===== src/rtl/qslerp_pkg.sv =====
// ----------------------------------------------------------------------------
// qslerp_pkg
// Shared types, constants and the arctangent table for the quaternion
// interpolation pipeline.
// ----------------------------------------------------------------------------
`default_nettype none

package qslerp_pkg;

    // default number of cordic micro-rotations
    localparam int CORDIC_STEPS_DEF = 16;

    // queue between front and back
    localparam int QDEPTH = 4;
    localparam int QIDX_W = 2;

    // blend factor 1.0 in q1.15
    localparam int T_ONE = 32768;

    // reset value of the near threshold register
    localparam logic [14:0] THRESH_RESET = 15'd16;

    // mode codes
    localparam logic FUNC_SLERP = 1'b0;
    localparam logic FUNC_LERP  = 1'b1;

    // datapath widths
    localparam int SQ_STEPS = 31;   // root digits of the q60 square root
    localparam int V_W      = 62;   // radicand, padded to whole digit pairs
    localparam int REM_W    = 33;   // square root remainder
    localparam int ROOT_W   = 31;   // square root result, q30
    localparam int CW       = 34;   // cordic x, y and angles
    localparam int ZW       = 35;   // rotation residual angle
    localparam int DIV_BITS = 17;   // quotient bits of a weight
    localparam int DIV_W    = 50;   // divider remainder

    // one request after classification
    typedef struct packed {
        logic             sph;   // spherical weights wanted
        logic [27:0]      dot;   // |c| in q28, meaningful when sph is set
        logic [3:0][15:0] qa;    // first quaternion, x..w
        logic [3:0][16:0] qb;    // second quaternion after sign fix, x..w
        logic [16:0]      w0;    // linear weight of the first quaternion
        logic [16:0]      w1;    // linear weight of the second quaternion
    } job_t;

    // atan(2^-i) in q30 radians
    function automatic logic [30:0] atan_entry(input logic [4:0] idx);
        logic [30:0] v;
        case (idx)
            5'd0:    v = 31'd843314857;
            5'd1:    v = 31'd497837829;
            5'd2:    v = 31'd263043837;
            5'd3:    v = 31'd133525159;
            5'd4:    v = 31'd67021687;
            5'd5:    v = 31'd33543516;
            5'd6:    v = 31'd16775851;
            5'd7:    v = 31'd8388437;
            5'd8:    v = 31'd4194283;
            5'd9:    v = 31'd2097149;
            5'd10:   v = 31'd1048576;
            5'd11:   v = 31'd524288;
            5'd12:   v = 31'd262144;
            5'd13:   v = 31'd131072;
            5'd14:   v = 31'd65536;
            5'd15:   v = 31'd32768;
            5'd16:   v = 31'd16384;
            5'd17:   v = 31'd8192;
            5'd18:   v = 31'd4096;
            5'd19:   v = 31'd2048;
            5'd20:   v = 31'd1024;
            5'd21:   v = 31'd512;
            5'd22:   v = 31'd256;
            5'd23:   v = 31'd128;
            5'd24:   v = 31'd64;
            5'd25:   v = 31'd32;
            5'd26:   v = 31'd16;
            5'd27:   v = 31'd8;
            5'd28:   v = 31'd4;
            5'd29:   v = 31'd2;
            5'd30:   v = 31'd1;
            default: v = 31'd0;
        endcase
        return v;
    endfunction

endpackage

`default_nettype wire


===== src/rtl/qslerp_front.sv =====
// ----------------------------------------------------------------------------
// qslerp_front
// Accepts requests, forms the dot product, fixes the sign of the second
// quaternion, clamps the blend factor and picks spherical or linear weights.
// ----------------------------------------------------------------------------
`default_nettype none

module qslerp_front (
    input  logic                clk,
    input  logic                rst_n,
    input  logic                in_valid,
    output logic                in_ready,
    input  logic                func,
    input  logic [3:0][15:0]    qa_in,
    input  logic [3:0][15:0]    qb_in,
    input  logic [15:0]         blend,
    input  logic [14:0]         thresh,
    output logic                push_valid,
    input  logic                push_ready,
    output qslerp_pkg::job_t    push_job
);
    import qslerp_pkg::*;

    localparam logic [33:0] ONE_Q28 = 34'd1 << 28;

    logic                    s1_valid_reg;
    logic                    s1_func_reg;
    logic [3:0][15:0]        s1_qa_reg;
    logic [3:0][15:0]        s1_qb_reg;
    logic [15:0]             s1_blend_reg;
    logic signed [31:0]      s1_prod_reg [4];

    logic signed [33:0]      dot_sum;
    logic signed [33:0]      dot_abs;
    logic                    dot_neg;
    logic [15:0]             t_clamp;
    logic [33:0]             margin;
    logic [3:0][16:0]        b_ext;

    // input stage: one beat in whenever the stage is empty or drains
    assign in_ready = !s1_valid_reg || push_ready;

    always_ff @(posedge clk or negedge rst_n)
    begin
        if (!rst_n)
        begin
            s1_valid_reg <= 1'b0;
        end
        else if (in_ready)
        begin
            s1_valid_reg <= in_valid;
        end
    end

    // component products
    always_ff @(posedge clk)
    begin
        if (in_valid && in_ready)
        begin
            s1_func_reg  <= func;
            s1_qa_reg    <= qa_in;
            s1_qb_reg    <= qb_in;
            s1_blend_reg <= blend;
            for (int i = 0; i < 4; i++)
            begin
                s1_prod_reg[i] <= $signed(qa_in[i]) * $signed(qb_in[i]);
            end
        end
    end

    // dot product, sign fix and classification
    always_comb
    begin
        dot_sum = 34'(s1_prod_reg[0]) + 34'(s1_prod_reg[1])
                + 34'(s1_prod_reg[2]) + 34'(s1_prod_reg[3]);
        dot_neg = dot_sum[33];
        dot_abs = dot_neg ? -dot_sum : dot_sum;
        t_clamp = (s1_blend_reg > 16'(T_ONE)) ? 16'(T_ONE) : s1_blend_reg;
        margin  = $unsigned(dot_abs) + {5'b0, thresh, 14'b0};

        for (int i = 0; i < 4; i++)
        begin
            b_ext[i] = {s1_qb_reg[i][15], s1_qb_reg[i]};
        end

        push_job.sph = (s1_func_reg == FUNC_SLERP) && (margin < ONE_Q28);
        push_job.dot = dot_abs[27:0];
        push_job.qa  = s1_qa_reg;
        for (int i = 0; i < 4; i++)
        begin
            push_job.qb[i] = dot_neg ? (~b_ext[i] + 17'd1) : b_ext[i];
        end
        push_job.w0 = 17'(T_ONE) - {1'b0, t_clamp};
        push_job.w1 = {1'b0, t_clamp};
    end

    assign push_valid = s1_valid_reg;

endmodule

`default_nettype wire


===== config.mk =====
export PLATFORM = sky130hd
export DESIGN_NAME = qslerp_front
export DESIGN_NICKNAME = d
export VERILOG_FILES = /design/src/rtl/qslerp_pkg.sv /design/src/rtl/qslerp_front.sv
export SDC_FILE = /design/constraint.sdc
export NUM_CORES = 2
export LEC_CHECK = 0
export BUFFER_PORTS_ARGS = -buffer_cell sky130_fd_sc_hd__buf_2
export CAP_MARGIN = 20
export CORE_AREA = 2 2 425 427
export DETAILED_ROUTE_END_ITERATION = 6
export DIE_AREA = 0 0 427 429
export GPL_TIMING_DRIVEN = 0
export PLACE_DENSITY = 0.41
export REMOVE_ABC_BUFFERS = 1
export SETUP_SLACK_MARGIN = 0.4
export SYNTH_ARGS = -nofsm -noshare
export SYNTH_HDL_FRONTEND = slang
export SYNTH_SLANG_ARGS = --single-unit

===== constraint.sdc =====
create_clock -name clk -period 11.5 [get_ports clk]
set_clock_uncertainty 0.05 [all_clocks]
set_input_delay 0.575 -clock clk [delete_from_list [all_inputs] [get_ports clk]]
set_output_delay 0.575 -clock clk [all_outputs]
set_load 0.005 [all_outputs]

After elaboration in Yosys (flattened, before gate mapping). Memory sizes are Yosys's and may differ from the RTL's. Cells that the tools add are included.

Register bits: 146. RAM bits: 128. Output and inout port bits: 197. Memories kept: 1.

$add $sub $neg: 10. Multipliers: 4. Magnitude comparators: 2. Muxes and demuxes: 8. Bitwise gates (word level): 5. Reduce and logical (&&, ||, !) cells: 4.

Memories: s1_prod_reg (words 4, width 32, rd ports 4, clocked after memory_dff 0, write ports 4, RTL line qslerp_front.sv:31) `logic signed [31:0] s1_prod_reg [4];`.

Operators by type and width (count): multiplier 16 x 16 -> 32 bit (4); adder 17 x 1 -> 17 bit (second input constant) (4); two-way mux 17 bit (4); NOT 17 bit (4); adder 33 x 32 -> 34 bit (1); adder 34 x 29 -> 34 bit (1); adder 34 x 32 -> 34 bit (1); less-than comparator 34 x 29 -> 1 bit (second input constant) (1); two-way mux 34 bit (1); negator 34 bit (1); adder 32 x 32 -> 33 bit (1); subtractor 16 x 16 -> 17 bit (first input constant) (1); > comparator 16 bit (second input constant) (1); two-way mux 16 bit (1); logical AND 1 bit (2); two-way mux 1 bit (2); logical NOT 1 bit (1); logical OR 1 bit (1); NOT 1 bit (1).

Longest topological paths before layout. An unclocked memory read counts as a cell.

Word-level depth: 9. Gate-level depth with buffers: 28.

Worst setup path after synthesis. Ideal clock, no wire load.

Kind: input -> register. Start: input push_ready. End: register s1_qb_reg, in the netlist b_ext[0], enable pin. Data arrival time: 6.945 ns. Setup slack: 3.836 ns. Stages: 2. Path buffers: 0. Cells stage by stage: nand2b_1 > and2_1.

Word-level cells in the longest chain between the ends: 2.

Ends and longest elaborated chain: from (decl) (RTL line qslerp_front.sv:19) `input logic push_ready,`; logical OR 1 bit (RTL line qslerp_front.sv:41) `assign in_ready = !s1_valid_reg || push_ready;`; logical AND 1 bit (RTL line qslerp_front.sv:58) `if (in_valid && in_ready)`; to (signal assigned) (RTL line qslerp_front.sv:62) `s1_qb_reg <= qb_in;`; to (decl) (RTL line qslerp_front.sv:29) `logic [3:0][15:0] s1_qb_reg;`.

Every way passes these cells. A chain may end at the register's enable or synchronous reset.

==> insert_results.sql <==
INSERT INTO impl_metrics (metric_group, metric, value, unit) VALUES
('outcome', 'status', 'complete, no violations', ''),
('sta', 'slew_headroom', '29.3', '%'),
('floorplanning', 'fp-row-count', '155', ''),
('sta', 'setup_viol', '0', ''),
('synthesis', 'syn-cell-area', '0.0534', 'mm²'),
('routing', 'met3_length', '4810', 'µm'),
('sta', 'unrepaired_setup_endpoints_after_global_routing', 'no', ''),
('global_routing', 'grt_usage', '17.5', '%'),
('hold_path', 'min-delay-path-class', 'in2reg', ''),
('floorplanning', 'die_height', '429', 'µm'),
('run', 'max_cap_viol_count', '0', ''),
('sta', 'fin_setup_tns', '0', 'ps'),
('global_routing', 'globalRouteOverflowTotal', '0', ''),
('critical_path', 'timing.critical_path.to', 'push_job[194]', ''),
('routing', 'post-route-drc-count', '0', ''),
('critical_path', 'worstReg2RegStart', 'push_valid$_DFFE_PN0N_', ''),
('sta', 'slew_violations', '0', ''),
('clock_network', 'worst_skew_pair.late_latency', '640', 'ps'),
('floorplanning', 'initial_utilization', '30.0', '%'),
('floorplanning', 'total_die_area', '0.183', 'mm²'),
('floorplanning', 'io_pins', '361', ''),
('cells_and_area', 'final_nets', '7367', ''),
('synthesis', 'postSynthRegisterBits', '274', ''),
('critical_path', 'r2r_slack', '9560', 'ps'),
('cells_and_area', 'flip_flop_count_of_the_largest_register_after_layout', '128', ''),
('routing', 'detailroute.via_count', '37000', ''),
('global_routing', 'grt_max_degree', '60', ''),
('critical_path', 'worst_path_dominant_cell_family', 'compound AO/OA/AOI/OAI gates', ''),
('routing', 'highest_layer', 'met5', ''),
('cells_and_area', 'synthToLayoutAreaGrowth', '11.1', '%'),
('clock_network', 'cts_resized', '0', ''),
('critical_path', 'critPathMaxStageDelay', '920', 'ps'),
('clock_network', 'root_buffer', 'sky130_fd_sc_hd__clkbuf_16', ''),
('placed_design', 'placed_cells', '8003', ''),
('routing', 'dr_wl_met2', '76800', 'µm'),
('critical_path', 'timing.reg2reg.worst_path_depth', '4', ''),
('critical_path', 'startpoint_type_of_the_worst_setup_path', 'flip-flop', ''),
('sta', 'max_slew.worst_pin.slew', '1050', 'ps'),
('clock_network', 'clock_tree.buffer_depth', '3', ''),
('critical_path', 'worstSetupPathDepth', '25', ''),
('synthesis', 'netlist-cell-type-count', '80', ''),
('critical_path', 'criticalPathCategory', 'reg2out', ''),
('synthesis', 'synthFlopType', 'sky130_fd_sc_hd__edfxtp_1', ''),
('cells_and_area', 'layoutNonFillerInstCount', '8098', ''),
('synthesis', 'yosys.area.top_type', 'sky130_fd_sc_hd__fa_1', ''),
('synthesis', 'synth_top_area_share', '41.7', '%'),
('synthesis', 'synth_seq_area_share', '15.4', '%'),
('cells_and_area', 'area_of_the_multi_input_gates', '0.0397', 'mm²'),
('synthesis', 'netlist_top_cells_area', 'sky130_fd_sc_hd__fa_1, sky130_fd_sc_hd__edfxtp_1, sky130_fd_sc_hd__inv_1, sky130_fd_sc_hd__ha_1, sky130_fd_sc_hd__and2_1', ''),
('routing', 'wirelength', '154000', 'µm'),
('routing', 'final_antenna_net_count', '0', ''),
('hold_path', 'hold_start', 'func', ''),
('global_routing', 'grt_pass1_wl', '245000', 'µm'),
('critical_path', 'timing.critical_path.from', 's1_prod_reg[1][0]$_DFFE_PP_', ''),
('sta', 'final.period_utilization', '83.4', '%'),
('sta', 'finalCriticalPeriod', '9590', 'ps'),
('synthesis', 'cells_after_synth', '5437', ''),
('cells_and_area', 'layout.cells.most_common_list', 'sky130_fd_sc_hd__inv_1, sky130_fd_sc_hd__fa_1, sky130_fd_sc_hd__nand2_1', ''),
('global_routing', 'initial_antenna_violation_count', '19', ''),
('clock_network', 'cts.clk_slew.worst_paths', '60', 'ps'),
('critical_path', 'arrival', '8970', 'ps'),
('routing', 'via_per_inst', '4.57', ''),
('routing', 'drt-pass1-iter-count', '5', ''),
('critical_path', 'critical_path.reg2reg.endpoint', 'push_job[148]$_DFFE_PP_', ''),
('cells_and_area', 'area.sequential', '0.00822', 'mm²'),
('critical_path', 'worstPathBufferInverterCount', '4', ''),
('floorplanning', 'placeableCoreArea', '0.178', 'mm²'),
('global_routing', 'number_of_global_route_vias_before_repair', '41100', ''),
('placed_design', 'dp_hpwl', '125000', 'µm'),
('sta', 'timing.hold.ws', '80.8', 'ps'),
('routing', 'wl_per_cell', '19.1', 'µm');
==> how the worst min path moves through the flow <==
stage | to | slack (ps) | cells after the start
after CTS | s1_func_reg$_DFFE_PP_ | 3 | 1
after detailed placement | push_valid$_DFFE_PN0N_ | 300 | 1
after global routing | s1_func_reg$_DFFE_PP_ | 30 | 1
final | s1_func_reg$_DFFE_PP_ | 80 | 1
after global placement | push_valid$_DFFE_PN0N_ | 300 | 1
after floorplan | push_valid$_DFFE_PN0N_ | 230 | 0
==> metrics by stage <==
step	setup WS [ps]	utilization, %	area (µm²)
6_report	1910	33.3	59300
5_1_grt	1270	33.3	59300
4_1_cts	1660	33.3	59300
3_5_place_dp	2450	32.5	57800
3_3_place_gp	-7190	32.3	57500
2_1_floorplan	1650	-	52800
==> cells by family after synthesis <==
| family | share of synthesized area, % |
|---|---|
| fa+ha+maj | 50.7 |
| simple gates | 13.5 |
| buf+inv | 10.4 |
| compound gates | 5.63 |
| flops | 15.4 |
| xor+xnor | 4.33 |
| mux | 0.0773 |
| other cells | 0.00702 |
==> layer usage <==
metal	vias up	GRT usage [%]
met5	-	0
met1	19300	23.1
met3	143	1.65
met4	2	5.29
li1	17000	-
met2	587	30.3
==> synthesized netlist by cell type (77+ instances only) <==
library cell,instances
sky130_fd_sc_hd__o21ai_0,97
sky130_fd_sc_hd__nand2_1,656
sky130_fd_sc_hd__xnor2_1,187
sky130_fd_sc_hd__inv_1,1307
sky130_fd_sc_hd__a21oi_1,144
sky130_fd_sc_hd__nor2_1,119
sky130_fd_sc_hd__fa_1,1113
sky130_fd_sc_hd__edfxtp_1,273
sky130_fd_sc_hd__xor2_1,77
sky130_fd_sc_hd__clkbuf_1,148
sky130_fd_sc_hd__ha_1,381
sky130_fd_sc_hd__and2_1,418
==> area by class of cell <==
type / instances / area share, %
Clock buffer: 51 / 1.86
Multi-Input combinational cell: 3698 / 66.9
Inverter: 1307 / 8.27
Timing Repair Buffer: 386 / 3.76
Sequential cell: 274 / 13.9
Tap cell: 2355 / 4.97
Antenna cell: 5 / 0.0211
Clock inverter: 22 / 0.403
==> what timing repair did <==
item | 4_1_cts | 5_1_grt
endpoints found under the hold margin | 17 | 0
setup endpoints to repair | 0 | 0
hold buffers | 17 | 0
Power is left out: the tool's default activity adds up to more than one toggle a clock period on the data nets, which glitch-free logic cannot reach.
