## src/rtl/qslerp_pkg.sv

```systemverilog
// ----------------------------------------------------------------------------
// qslerp_pkg
// Shared types, constants and the arctangent table for the quaternion
// interpolation pipeline.
// ----------------------------------------------------------------------------
`default_nettype none

package qslerp_pkg;

    // default number of cordic micro-rotations
    localparam int CORDIC_STEPS_DEF = 16;

    // queue between front and back
    localparam int QDEPTH = 4;
    localparam int QIDX_W = 2;

    // blend factor 1.0 in q1.15
    localparam int T_ONE = 32768;

    // reset value of the near threshold register
    localparam logic [14:0] THRESH_RESET = 15'd16;

    // mode codes
    localparam logic FUNC_SLERP = 1'b0;
    localparam logic FUNC_LERP  = 1'b1;

    // datapath widths
    localparam int SQ_STEPS = 31;   // root digits of the q60 square root
    localparam int V_W      = 62;   // radicand, padded to whole digit pairs
    localparam int REM_W    = 33;   // square root remainder
    localparam int ROOT_W   = 31;   // square root result, q30
    localparam int CW       = 34;   // cordic x, y and angles
    localparam int ZW       = 35;   // rotation residual angle
    localparam int DIV_BITS = 17;   // quotient bits of a weight
    localparam int DIV_W    = 50;   // divider remainder

    // one request after classification
    typedef struct packed {
        logic             sph;   // spherical weights wanted
        logic [27:0]      dot;   // |c| in q28, meaningful when sph is set
        logic [3:0][15:0] qa;    // first quaternion, x..w
        logic [3:0][16:0] qb;    // second quaternion after sign fix, x..w
        logic [16:0]      w0;    // linear weight of the first quaternion
        logic [16:0]      w1;    // linear weight of the second quaternion
    } job_t;

    // atan(2^-i) in q30 radians
    function automatic logic [30:0] atan_entry(input logic [4:0] idx);
        logic [30:0] v;
        case (idx)
            5'd0:    v = 31'd843314857;
            5'd1:    v = 31'd497837829;
            5'd2:    v = 31'd263043837;
            5'd3:    v = 31'd133525159;
            5'd4:    v = 31'd67021687;
            5'd5:    v = 31'd33543516;
            5'd6:    v = 31'd16775851;
            5'd7:    v = 31'd8388437;
            5'd8:    v = 31'd4194283;
            5'd9:    v = 31'd2097149;
            5'd10:   v = 31'd1048576;
            5'd11:   v = 31'd524288;
            5'd12:   v = 31'd262144;
            5'd13:   v = 31'd131072;
            5'd14:   v = 31'd65536;
            5'd15:   v = 31'd32768;
            5'd16:   v = 31'd16384;
            5'd17:   v = 31'd8192;
            5'd18:   v = 31'd4096;
            5'd19:   v = 31'd2048;
            5'd20:   v = 31'd1024;
            5'd21:   v = 31'd512;
            5'd22:   v = 31'd256;
            5'd23:   v = 31'd128;
            5'd24:   v = 31'd64;
            5'd25:   v = 31'd32;
            5'd26:   v = 31'd16;
            5'd27:   v = 31'd8;
            5'd28:   v = 31'd4;
            5'd29:   v = 31'd2;
            5'd30:   v = 31'd1;
            default: v = 31'd0;
        endcase
        return v;
    endfunction

endpackage

`default_nettype wire

```

## src/rtl/qslerp_queue.sv

```systemverilog
// ----------------------------------------------------------------------------
// qslerp_queue
// Small request queue that lets the front and the back stall on their own.
// ----------------------------------------------------------------------------
`default_nettype none

module qslerp_queue (
    input  logic                clk,
    input  logic                rst_n,
    input  logic                push_valid,
    output logic                push_ready,
    input  qslerp_pkg::job_t    push_job,
    output logic                pop_valid,
    input  logic                pop_ready,
    output qslerp_pkg::job_t    pop_job
);
    import qslerp_pkg::*;

    job_t                slot_reg [QDEPTH];
    logic [QIDX_W-1:0]   wr_ptr_reg;
    logic [QIDX_W-1:0]   rd_ptr_reg;
    logic [QIDX_W:0]     count_reg;
    logic                do_push;
    logic                do_pop;

    assign push_ready = (count_reg != (QIDX_W + 1)'(QDEPTH));
    assign pop_valid  = (count_reg != '0);
    assign do_push    = push_valid && push_ready;
    assign do_pop     = pop_valid && pop_ready;
    assign pop_job    = slot_reg[rd_ptr_reg];

    // pointers and fill level
    always_ff @(posedge clk or negedge rst_n)
    begin
        if (!rst_n)
        begin
            wr_ptr_reg <= '0;
            rd_ptr_reg <= '0;
            count_reg  <= '0;
        end
        else
        begin
            if (do_push)
            begin
                wr_ptr_reg <= wr_ptr_reg + 1'b1;
            end
            if (do_pop)
            begin
                rd_ptr_reg <= rd_ptr_reg + 1'b1;
            end
            if (do_push && !do_pop)
            begin
                count_reg <= count_reg + 1'b1;
            end
            else if (do_pop && !do_push)
            begin
                count_reg <= count_reg - 1'b1;
            end
        end
    end

    // storage
    always_ff @(posedge clk)
    begin
        if (do_push)
        begin
            slot_reg[wr_ptr_reg] <= push_job;
        end
    end

endmodule

`default_nettype wire

```

## config.mk

```make
export PLATFORM = sky130hd
export DESIGN_NAME = qslerp_queue
export DESIGN_NICKNAME = d
export VERILOG_FILES = /design/src/rtl/qslerp_pkg.sv /design/src/rtl/qslerp_queue.sv
export SDC_FILE = /design/constraint.sdc
export NUM_CORES = 1
export LEC_CHECK = 0
export BUFFER_PORTS_ARGS = -buffer_cell sky130_fd_sc_hd__buf_4
export CORE_MARGIN = 1.5
export CORE_UTILIZATION = 45
export CTS_CLUSTER_DIAMETER = 150
export DETAILED_ROUTE_END_ITERATION = 6
export REMOVE_ABC_BUFFERS = 1
export SETUP_SLACK_MARGIN = 0.15
export SYNTH_ARGS = -nofsm -noshare
export SYNTH_HDL_FRONTEND = slang
export SYNTH_SLANG_ARGS = --single-unit
```

## constraint.sdc

```tcl
create_clock -name clk -period 7.98 [get_ports clk]
set_input_delay 0.798 -clock clk [delete_from_list [all_inputs] [get_ports clk]]
set_output_delay 0.798 -clock clk [all_outputs]
set_load 0.03 [all_outputs]
```

# Word-level counts from Yosys, hierarchy flattened
# Memory sizes are Yosys's and may differ from the RTL's.
# Index checks and enable logic that the tools add are counted.
[word_totals]
reg_bits = 7
ram_bits = 780
input_bits = 199
out_inout_bits = 197
elab_cells = 21
n_memories = 1
[mem_list]
columns = ["name", "words", "word_bits", "rd", "rd_clocked_by_memory_dff", "wr", "line_no", "source"]
rows = [
  ["slot_reg", 4, 195, 1, 0, 1, "qslerp_queue.sv:19", "job_t slot_reg [QDEPTH];"],
]
[op_classes]
add_sub_neg = 4
n_eq_ne = 1
mux = 4
reduce_logical = 8
[op_table]
columns = ["op", "n"]
rows = [
  ["3-bit two-way mux", 2],
  ["2-bit by 1-bit adder with 2-bit output, second input constant", 2],
  ["1-bit logical AND", 4],
  ["3-bit by 1-bit adder with 3-bit output, second input constant", 1],
  ["3-bit inequality test, second input constant", 1],
  ["3-bit nonzero test", 1],
  ["3-bit by 1-bit subtractor with 3-bit output, second input constant", 1],
  ["1-bit logical NOT", 2],
  ["1-bit two-way mux", 2],
  ["2-bit nonzero test", 1],
]

# Depth between registers and ports, before layout
# Gate-level depths: netlist (run 1).
[logic_depth]
depth_word = 6
depth_mapped = 8
depth_no_buf = 8

# Least setup slack after synthesis (run 1)
# Ideal clock, no wire load.
[synth_path]
path_kind = "in2reg"
start = "input push_valid"
end = "memory slot_reg[0][0] (netlist bit), enable pin"
setup_ns = 0.579
arrival_time_ns = 5.548
t_required_ns = 7.401
slack_ns = 1.853
stages = 2
path_buffers = 0
path_cell_list = "a21boi_2 -> and2_1"
[synth_via]
elab_chain_len = 3
[synth_lines]
columns = ["element", "line_no", "source"]
rows = [
  ["start, declared", "qslerp_queue.sv:10", "input logic push_valid,"],
  ["1-bit logical AND", "qslerp_queue.sv:28", "assign do_push = push_valid && push_ready;"],
  ["1-bit two-way mux", "qslerp_queue.sv:65", "if (do_push)"],
  ["1-bit two-way mux (implied by the code)", "qslerp_queue.sv:67", "slot_reg[wr_ptr_reg] <= push_job;"],
  ["end, declared", "qslerp_queue.sv:19", ""],
]
# Every way passes these cells.

==> results of run 1 <==
-- metrics by stage --
stage	hold slack (ns)	setup slack [ns]	area, um^2
after detailed placement	0.519	4.28	32400
after global routing	0.349	3.45	35000
final	0.384	3.78	35000
after global placement	0.510	4.27	32400
after CTS	0.336	3.61	35000
after floorplan	0.493	-1.22	28200
-- power by group through the flow --
stage               clock network [mW]  registers [mW]  logic, mW
floorplan                            0            6.17       3.34
global placement                     0            5.78       5.18
detailed placement                   0            5.82       5.17
CTS                               3.76            5.74       5.18
global route                      3.90            5.80       5.34
finish                            3.66            5.72       5.06
-- cell families (layout without fill, tap and decap cells) --
family	Yosys count	count (layout)	share of synthesized area
AOI/OAI and AO/OA	1	1	0.000395
muxes	197	197	0.155
and+or+nand+nor	10	10	0.00180
other	0	3	0
DFF	787	787	0.827
adders and majority gates	6	6	0.00289
buffers and inverters	47	562	0.0114
xor gates and xnor gates	6	6	0.00184
-- synth_stat cells (all sizes together) --
cell type    n  share of area
a21boi       1        0.00039
and2         4        0.00088
buf         38          0.010
clkbuf       6        0.00079
dfrtp        7         0.0061
edfxtp     780           0.82
fa           1        0.00070
ha           5         0.0022
inv          3        0.00039
mux2         2        0.00079
mux4       195           0.15
nand2        2        0.00026
nand3        1        0.00018
nor2         2        0.00026
or3          1        0.00022
xnor2        4         0.0012
xor2         2        0.00061
-- area by class of cell --
| type | instances | share of cell area |
|---|---|---|
| sequential | 787 | 0.674 |
| timing repair buffer | 412 | 0.0891 |
| multi-input combinational | 220 | 0.132 |
| inverter | 3 | 0.000322 |
| antenna | 3 | 0.000214 |
| clock inverter | 47 | 0.0116 |
| clock buffer | 100 | 0.0624 |
| tap | 846 | 0.0302 |
-- metal layers --
layer,vias to the layer above,global-route usage,part of all wire
li1,5507,-,-
met1,6546,0.233,0.41
met2,325,0.277,0.49
met3,88,0.0567,0.074
met4,10,0.0602,0.022
met5,-,0,0.0010
-- worst max-delay path, cell delays in order, from the launching register on --
cell and delay, ns:
dfrtp_4 0.98, buf_4 0.91, mux4_2 0.63, buf_4 0.19
-- path summary, 6_finish.rpt --
| kind | endpoint | cells past startpoint | from |
|---|---|---|---|
| setup / recovery | pop_job[107] | 3 | rd_ptr_reg[0]$_DFFE_PN0P_ |
| hold / removal | slot_reg[1][124]$_DFFE_PP_ | 1 | push_job[124] |
| setup reg to reg | slot_reg[1][31]$_DFFE_PP_ | 4 | count_reg[0]$_DFFE_PN0P_ |
| hold reg to reg | count_reg[2]$_DFFE_PN0P_ | 1 | count_reg[2]$_DFFE_PN0P_ |
| max in group asynchronous | rd_ptr_reg[0]$_DFFE_PN0P_ | 2 | rst_n |
| min in group asynchronous | count_reg[1]$_DFFE_PN0P_ | 2 | rst_n |
==> summary.txt, run 1 <==
Outcome
  – Outcome: finished, final reports clean

Floorplanning
  – Die area: 64,900 um^2
  – Core area: 62,900 um^2
  – Die height: 255 um
  – Initial Util: 0.454
  – Die width: 255 um
  – Rows: 92
  – I/O Pins: 396

Pwr
  – PwrDens: 412 nW/um^2
  – Net Sw Power: 4.81 mW
  – Sw frac: 0.333
  – Clk pwr share: 0.253
  – Worst vdd ir: 0.000256 V
  – Cell internal pwr: 9.63 mW
  – LEAKAGE: 11.8 nW
  – Reg power frac: 0.396
  – Gate power share: 0.351
  – Tot Pwr: 14.4 mW

Finish
  – Area delta synth->final: 22.7%
  – Share of cells above drive strength 1: 0.464
  – Area taken by multi-input logic gates: 4620 um^2
  – Max reg flops: 780
  – Finished Layout Cells: 2,418
  – Register area: 23,600 um^2
  – Fillers: 4,816
  – Final net count: 1,712
  – Most frequent cells in the layout: edfxtp_1 (780), buf_4 (409), mux4_2 (195)
  – Final core utilization: 0.557
  – Most common cell after layout, fill and taps aside: edfxtp_1

Critical path
  – Crit path launch type: flop
  – CP arrival: 3.40 ns
  – Kind of critical path: flop to output port
  – Worst EP required: 7.18 ns
  – R2r setup slk: 5.00 ns
  – Critical path endpoint category: output port
  – Max FO, Critical Path: 49

Hold path
  – Hold Crit Class: input pin to flop

Drt
  – Residual DRC: 0
  – Average wire per standard cell: 23.7 um
  – Vias: 12.5k
  – Remaining antenna violation count: 0
  – Routed wire length: 57,400 um
  – DR iter-0 viols: 673
  – Vias per cell: 5.16
  – Drt pass-1 iters: 4

Yosys
  – Unique masters post-synth: 18
  – Syn Inst Count: 1,054
  – Mean Syn Cell Area: 27.1 um^2
  – Synth Cell Area: 28,500 um^2
  – Synth warnings: 0
  – Post-synthesis sequential area ratio: 0.827
  – Yosys reg bits: 787

Clocking
  – Post-CTS setup buffer count: 0
  – Register clock-pin slew on the reported worst setup and hold paths: 0.06 ns
  – Clk_lat worst skew: 0.60 ns
  – CTS Buffer Depth: 3
  – Clock Sinks: 787
  – Post-CTS sizing: 0
  – TritonCTS clock tree: built
  – Hold-fix buffers, CTS: 1
  – TritonCTS buffer count: 83
  – H-tree levels: 3
  – Root Buffer: clkbuf_16

Global routing
  – Initial antenna violation count: 8
  – Largest net degree at the start of global routing: 112
  – First-pass GRT wire length: 83,200 um
  – GRT overflow: 0
  – Number of global-route vias before repair: 13.1k
  – GRT Util Overall: 0.176

STA
  – Sum Neg Setup Slack: 0 ns
  – Fmax achieved: 0.238 GHz
  – Fin crit period: 4.20 ns
  – Max-slew violation count: 0
  – Max Clock Skew: 0.0132 ns
  – Fin. Hold Viols: 0
  – RSZ-0062 raised after global routing: false
  – Relative slew slack: 0.292
  – Final period utilization: 0.526
  – Final setup vio count: 0
  – Worst slew pin tran: 1.06 ns

Placed design
  – Post-DP HPWL: 33,500 um
  – Port Buffer Count: 395
  – RD Place Congestion: 0.714
  – Placed cells: 2,267

Flow run
  – Max-cap violations: 0
Power figures use the tool's default switching activity.
==> inputs of run 2 (changes only) <==
Clock period 7.98 ns to 4.08 ns, I/O delays scaled along.
==> run 2 against run 1 <==
Worst hold slack worse by 0.29 ns; critical path depth did not move; combinational power rose by 110%; count of clock-buffer cells in the layout increased by 6; worst setup slack got worse by 2.8 ns; via count up 7.8%; cell count rose by 8.7%; clock power increased by 84%; sequential power rose by 94%; sequential cell count unchanged; critical path type unchanged; largest cell class unchanged.
==> summary.txt, run 2 (synthesized netlist as in run 1, its figures left out) <==
Placed design
  – Place WS: 1.47 ns (-2.81 ns)
  – Port Buffer Count: 395 (unchanged)
  – Post-DP HPWL: 36,500 um (+8.9%)
  – RD Place Congestion: 0.740 (+3.5%)
  – Post-Place Cell Area: 32,800 um^2 (+1.2%)
  – Placed cells: 2,287 (+0.88%)

Hold path
  – Hold Crit Class: input pin to flop

Floorplanning
  – Die height: 255 um (unchanged)
  – Die area: 64,900 um^2 (unchanged)
  – Initial Util: 0.454 (unchanged)
  – Core area: 62,900 um^2 (unchanged)
  – Die width: 255 um (unchanged)
  – Rows: 92 (unchanged)
  – I/O Pins: 396 (unchanged)

STA
  – Fin. Hold Viols: 0 (unchanged)
  – Final period utilization: 0.752
  – RSZ-0062 raised after global routing: false
  – Max-slew violation count: 0 (unchanged)
  – Fmax achieved: 0.326 GHz
  – Fin crit period: 3.07 ns
  – Relative slew slack: 0.291 (-0.000734)
  – Hold slack final: 0.0958 ns (-0.288 ns)
  – Final setup vio count: 0 (unchanged)
  – Worst slew pin tran: 1.06 ns (+0.00110 ns)
  – Final setup margin: 1.01 ns (-2.77 ns)
  – Max Clock Skew: 0.0158 ns (+0.00264 ns)
  – Sum Neg Setup Slack: 0 ns (unchanged)

Pwr
  – Cell internal pwr: 18.7 mW (+95%)
  – Clk pwr share: 0.238 (-0.015)
  – Tot Pwr: 28.3 mW (+96%)
  – Worst vdd ir: 0.000472 V (+85%)
  – Gate power share: 0.368 (+0.017)
  – Reg power frac: 0.394 (-0.002)
  – PwrDens: 761 nW/um^2 (+85%)
  – LEAKAGE: 12.7 nW (+7.5%)
  – Sw frac: 0.338 (+0.00457)
  – Net Sw Power: 9.55 mW (+99%)

Clocking
  – Post-CTS setup buffer count: 0 (unchanged)
  – TritonCTS clock tree: built
  – Clock Sinks: 787 (unchanged)
  – CTS Buffer Depth: 3 (unchanged)
  – Clk_lat worst skew: 0.62 ns (+0.02 ns)
  – H-tree levels: 3 (unchanged)
  – TritonCTS buffer count: 81 (-2.4%)
  – Hold-fix buffers, CTS: 196 (+195)
  – Post-CTS sizing: 0 (unchanged)
  – Register clock-pin slew on the reported worst setup and hold paths: 0.06 ns (about the same)
  – Root Buffer: clkbuf_16

Drt
  – DR iter-0 viols: 726 (+7.9%)
  – Vias per cell: 5.12 (-0.82%)
  – Remaining antenna violation count: 0 (unchanged)
  – Vias: 13.4k (+7.8%)
  – Residual DRC: 0 (unchanged)
  – Routed wire length: 60,000 um (+4.5%)
  – Average wire per standard cell: 22.8 um (-3.8%)
  – Drt pass-1 iters: 4 (unchanged)

Global routing
  – First-pass GRT wire length: 88,900 um (+6.8%)
  – GRT overflow: 0 (unchanged)
  – Number of global-route vias before repair: 14.6k (+12%)
  – Largest net degree at the start of global routing: 56 (-50%)
  – GRT Util Overall: 0.185 (+0.00928)
  – Initial antenna violation count: 4 (-4)

Critical path
  – CP cell instances: buf_12 > mux4_2 > buf_4
  – Max FO, Critical Path: 47 (-4.1%)
  – Kind of critical path: flop to output port
  – Buf/Inv on CP: 2 (unchanged)
  – Worst EP required: 3.67 ns (-3.51 ns)
  – Critical path's top delay family: flip-flops
  – Crit path launch type: flop
  – CP max-delay cell: dfrtp_4
  – CP arrival: 2.66 ns (-0.74 ns)
  – Worst path max stage delay: 0.80 ns (-0.18 ns)
  – Critical path endpoint category: output port

Finish
  – Final core utilization: 0.591 (+0.0342)
  – Post-route cell area: 37,200 um^2 (+6.1%)
  – Finished Layout Cells: 2,628 (+8.7%)
  – Max reg flops: 780 (unchanged)
  – Final net count: 1,925 (+12%)
  – Area delta synth->final: 30.3%
  – Most common cell after layout, fill and taps aside: edfxtp_1
  – Most frequent cells in the layout: edfxtp_1 (780), buf_4 (410), dlygate4sd3_1 (196)
  – Antenna cells: 0 (-3)
  – Share of cells above drive strength 1: 0.414 (-0.0504)

Flow run
  – Max-cap violations: 0 (unchanged)

Outcome
  – Outcome: finished, final reports clean
## run 2: cell types whose count changed in the layout (fill, tap and decap cells not counted)
| cell | delta |
|---|---|
| clkinv_4 | -2 |
| inv_16 | +1 |
| clkinv_1 | +1 |
| buf_12 | +19 |
| bufinv_16 | -6 |
| dlygate4sd3_1 | +195 |
| clkinv_8 | +2 |
| buf_4 | +1 |
| diode_2 | -3 |
| clkbuf_16 | -2 |
| clkinv_2 | -4 |
| clkbuf_1 | +8 |
## run 2: per-layer routing
layer / global-route usage / routed length [um]
met1: 0.235 / 23900
met2: 0.310 / 30700
met3: 0.0512 / 3860
met4: 0.0612 / 1390
met5: 0 / 52
## run 2: final timing paths
check,start,to,slack [ns],depth (start not counted)
max in group asynchronous,rst_n,rd_ptr_reg[0]$_DFFE_PN0P_,3.75,2
min,pop_ready,rd_ptr_reg[1]$_DFFE_PN0P_,0.1,3
max reg2reg,count_reg[0]$_DFFE_PN0P_,slot_reg[3][148]$_DFFE_PP_,1.54,4
min in group asynchronous,rst_n,count_reg[1]$_DFFE_PN0P_,0.19,2
min reg2reg,count_reg[2]$_DFFE_PN0P_,count_reg[2]$_DFFE_PN0P_,0.55,1
max,rd_ptr_reg[0]$_DFFE_PN0P_,pop_job[36],1.01,3
## run 2: cell type report
cell class              instances  area (um^2)
flip-flops and latches        787        23600
clock buffers                 106         2160
multi-input cells             220         4620
clock inverters                39          245
inverters                       3         11.3
repair buffers                627         5460
well taps                     846         1060
fillers                      4542        25700
## run 2: power groups by stage
| stage | sequential, mW | combinational, mW | clock (mW) |
|---|---|---|---|
| 5_1_grt | 11.3 | 11.0 | 7.23 |
| 6_report | 11.1 | 10.4 | 6.73 |
| 4_1_cts | 11.2 | 10.6 | 6.92 |
| 3_5_place_dp | 11.3 | 10.4 | 0 |
| 2_1_floorplan | 11.9 | 5.41 | 0 |
| 3_3_place_gp | 11.3 | 10.4 | 0 |
## run 2: worst reg2reg max path: stages, from the launching register on
cell	delay [ns]
dfrtp_1	0.42
nor2_1	0.09
a21boi_2	0.34
and2_4	0.92
buf_4	0.46
==> inputs of run 3 (changes only) <==
Clock period 4.08 ns to 2.9 ns, I/O delays scaled along.
==> run 3 against run 2 <==
Die area did not move; sequential cell count is the same; critical path depth up 1; sequential share of layout area is 0.17 points lower; register-to-register slack got worse by 0.81 ns; utilization is 0.16 points higher; worst setup slack lost 0.75 ns; critical endpoint is now pop_job[192]; combinational power increased by 43%; global-route usage decreased by 0.33 points; highest routed layer unchanged; clock power is 44% higher; worst hold slack got worse by 0.0083 ns; critical path type unchanged; non-clock buffer count is 7 higher.
==> summary.txt, run 3 (synthesized netlist as in run 1, its figures left out) <==
Outcome
  – Outcome: finished, final reports clean

Floorplanning
  – Rows: 92 (unchanged)
  – Die area: 64,900 um^2 (unchanged)
  – Die width: 255 um (unchanged)
  – I/O Pins: 396 (unchanged)
  – Initial Util: 0.454 (unchanged)
  – Die height: 255 um (unchanged)
  – Core area: 62,900 um^2 (unchanged)

Critical path
  – R2r setup slk: 0.73 ns (-0.81 ns)
  – Worst Setup SP: rd_ptr_reg[0]$_DFFE_PN0P_
  – Reg2reg end: count_reg[2]$_DFFE_PN0P_
  – Max FO, Critical Path: 26 (-45%)
  – Kind of critical path: flop to output port
  – Worst R2R Start: count_reg[0]$_DFFE_PN0P_
  – Critical Path End: pop_job[192]
  – Crit path launch type: flop
  – R2R cell count: 8 (+4)
  – Critical path endpoint category: output port
  – CP arrival: 2.35 ns (-0.31 ns)
  – Worst EP required: 2.61 ns (-1.06 ns)

Drt
  – DR iter-0 viols: 608 (-16%)
  – Remaining antenna violation count: 0 (unchanged)
  – Drt pass-1 iters: 6 (+2)
  – Routed wire length: 58,700 um (-2.1%)
  – Average wire per standard cell: 22.3 um (-2.3%)
  – Vias: 13.4k (-0.17%)
  – Residual DRC: 0 (unchanged)
  – Vias per cell: 5.10 (-0.32%)

STA
  – Fin crit period: 2.64 ns
  – Relative slew slack: 0.528 (+0.237)
  – Fin. Hold Viols: 0 (unchanged)
  – RSZ-0062 raised after global routing: true
  – Max-slew violation count: 0 (unchanged)
  – Worst slew pin tran: 0.708 ns (-0.356 ns)
  – Max Clock Skew: 0.0255 ns (+0.00972 ns)
  – Hold slack final: 0.0875 ns (-0.00827 ns)
  – Fmax achieved: 0.379 GHz
  – Final period utilization: 0.909
  – Final setup vio count: 0 (unchanged)

Placed design
  – Port Buffer Count: 395 (unchanged)
  – RD Place Congestion: 0.726 (-1.9%)
  – Post-DP HPWL: 35,400 um (-2.8%)

Clocking
  – Root Buffer: clkbuf_16
  – TritonCTS buffer count: 81 (unchanged)
  – CTS Buffer Depth: 3 (unchanged)
  – TritonCTS clock tree: built
  – H-tree levels: 3 (unchanged)
  – Clock Sinks: 787 (unchanged)
  – Clk_lat worst skew: 0.63 ns (about the same)
  – Register clock-pin slew on the reported worst setup and hold paths: 0.06 ns (about the same)

Pwr
  – Net Sw Power: 13.4 mW (+40%)
  – Sw frac: 0.335 (-0.00330)
  – Gate power share: 0.372 (+0.004)
  – Reg power frac: 0.387 (-0.007)
  – LEAKAGE: 12.8 nW (+0.51%)
  – Worst vdd ir: 0.000680 V (+44%)
  – PwrDens: 1070 nW/um^2 (+41%)
  – Cell internal pwr: 26.6 mW (+42%)
  – Clk pwr share: 0.242 (+0.004)

Global routing
  – GRT overflow: 0 (unchanged)
  – First-pass GRT wire length: 87,500 um (-1.5%)
  – Initial antenna violation count: 5 (+1)
  – GRT Util Overall: 0.182 (-0.00326)
  – Largest net degree at the start of global routing: 93 (+66%)
  – Number of global-route vias before repair: 14.5k (-1.1%)

Flow run
  – Max-cap violations: 0 (unchanged)

Finish
  – Final core utilization: 0.593 (+0.00161)
  – Share of cells above drive strength 1: 0.417 (+0.00346)
  – Final net count: 1,932 (+0.36%)
  – Most frequent cells in the layout: edfxtp_1 (780), buf_4 (418), dlygate4sd3_1 (197)
  – Max reg flops: 780 (unchanged)
  – Most common cell after layout, fill and taps aside: edfxtp_1
  – Area delta synth->final: 30.6%

Hold path
  – Hold Crit Class: input pin to async pin
==> run 3: cell types whose count changed in the layout (fill, tap and decap cells not counted), moves of 2 or more <==
cell and delta:
buf_4 +8, buf_12 -3, diode_2 +2, clkinv_1 -3
clkinv_8 +2, clkbuf_1 -3, bufinv_16 +3
==> run 3: per-stage QoR <==
step                      worst slack (ns)  area (um^2)  power (mW)  std cells  setup TNS [ns]
after floorplan                      -5.80        28200        22.7       1010        -3402.02
after global placement               0.809        32800        30.6       2293               0
after detailed placement             0.789        32800        30.7       2293               0
after CTS                            0.200        37300        40.7       2630               0
after global routing                 0.138        37300        41.7       2632               0
final                                0.264        37300        40.0       2632               0
==> run 3: critical path, stage by stage, from the launching register on <==
cell,delay (ns)
dfrtp_4,0.49
buf_16,0.25
buf_4,0.25
mux4_2,0.54
buf_4,0.19
==> run 3: power groups by stage <==
stage | combinational, mW | clock [mW] | sequential [mW]
finish | 14.9 | 9.67 | 15.5
global route | 15.7 | 10.4 | 15.6
CTS | 15.2 | 9.95 | 15.5
detailed placement | 15.0 | 0 | 15.7
global placement | 15.0 | 0 | 15.6
floorplan | 6.15 | 0 | 16.5
==> run 3: worst min-delay path by stage <==
stage	start	endpoint	slack, ns	depth (start not counted)
finish	rst_n	count_reg[1]$_DFFE_PN0P_	0.09	2
global route	rst_n	wr_ptr_reg[1]$_DFFE_PN0P_	0.08	2
CTS	rst_n	rd_ptr_reg[0]$_DFFE_PN0P_	0.02	2
detailed placement	rst_n	count_reg[2]$_DFFE_PN0P_	0.11	1
global placement	rst_n	count_reg[2]$_DFFE_PN0P_	0.11	1
floorplan	rst_n	count_reg[0]$_DFFE_PN0P_	-0.006	0
==> run 3: area by class of cell <==
class	instances	area [um^2]
sequential	787	23600
clock buffer	103	2150
tap	846	1060
clock inverter	37	315
multi-input combinational	220	4620
fill	4568	25600
antenna	2	5.00
inverter	3	11.3
timing repair buffer	634	5500
==> run 3: routing by layer <==
layer | track usage | routed length, um
met5 | 0 | 37
met2 | 0.308 | 30400
met3 | 0.0516 | 3670
met4 | 0.0522 | 1020
met1 | 0.230 | 23600
==> run 3: timing repair <==
action,in CTS,in global routing
setup endpoints to repair,0,5
gates resized for setup,0,1
hold endpoints to repair,789,0
hold buffers,197,0
buffers inserted,0,0
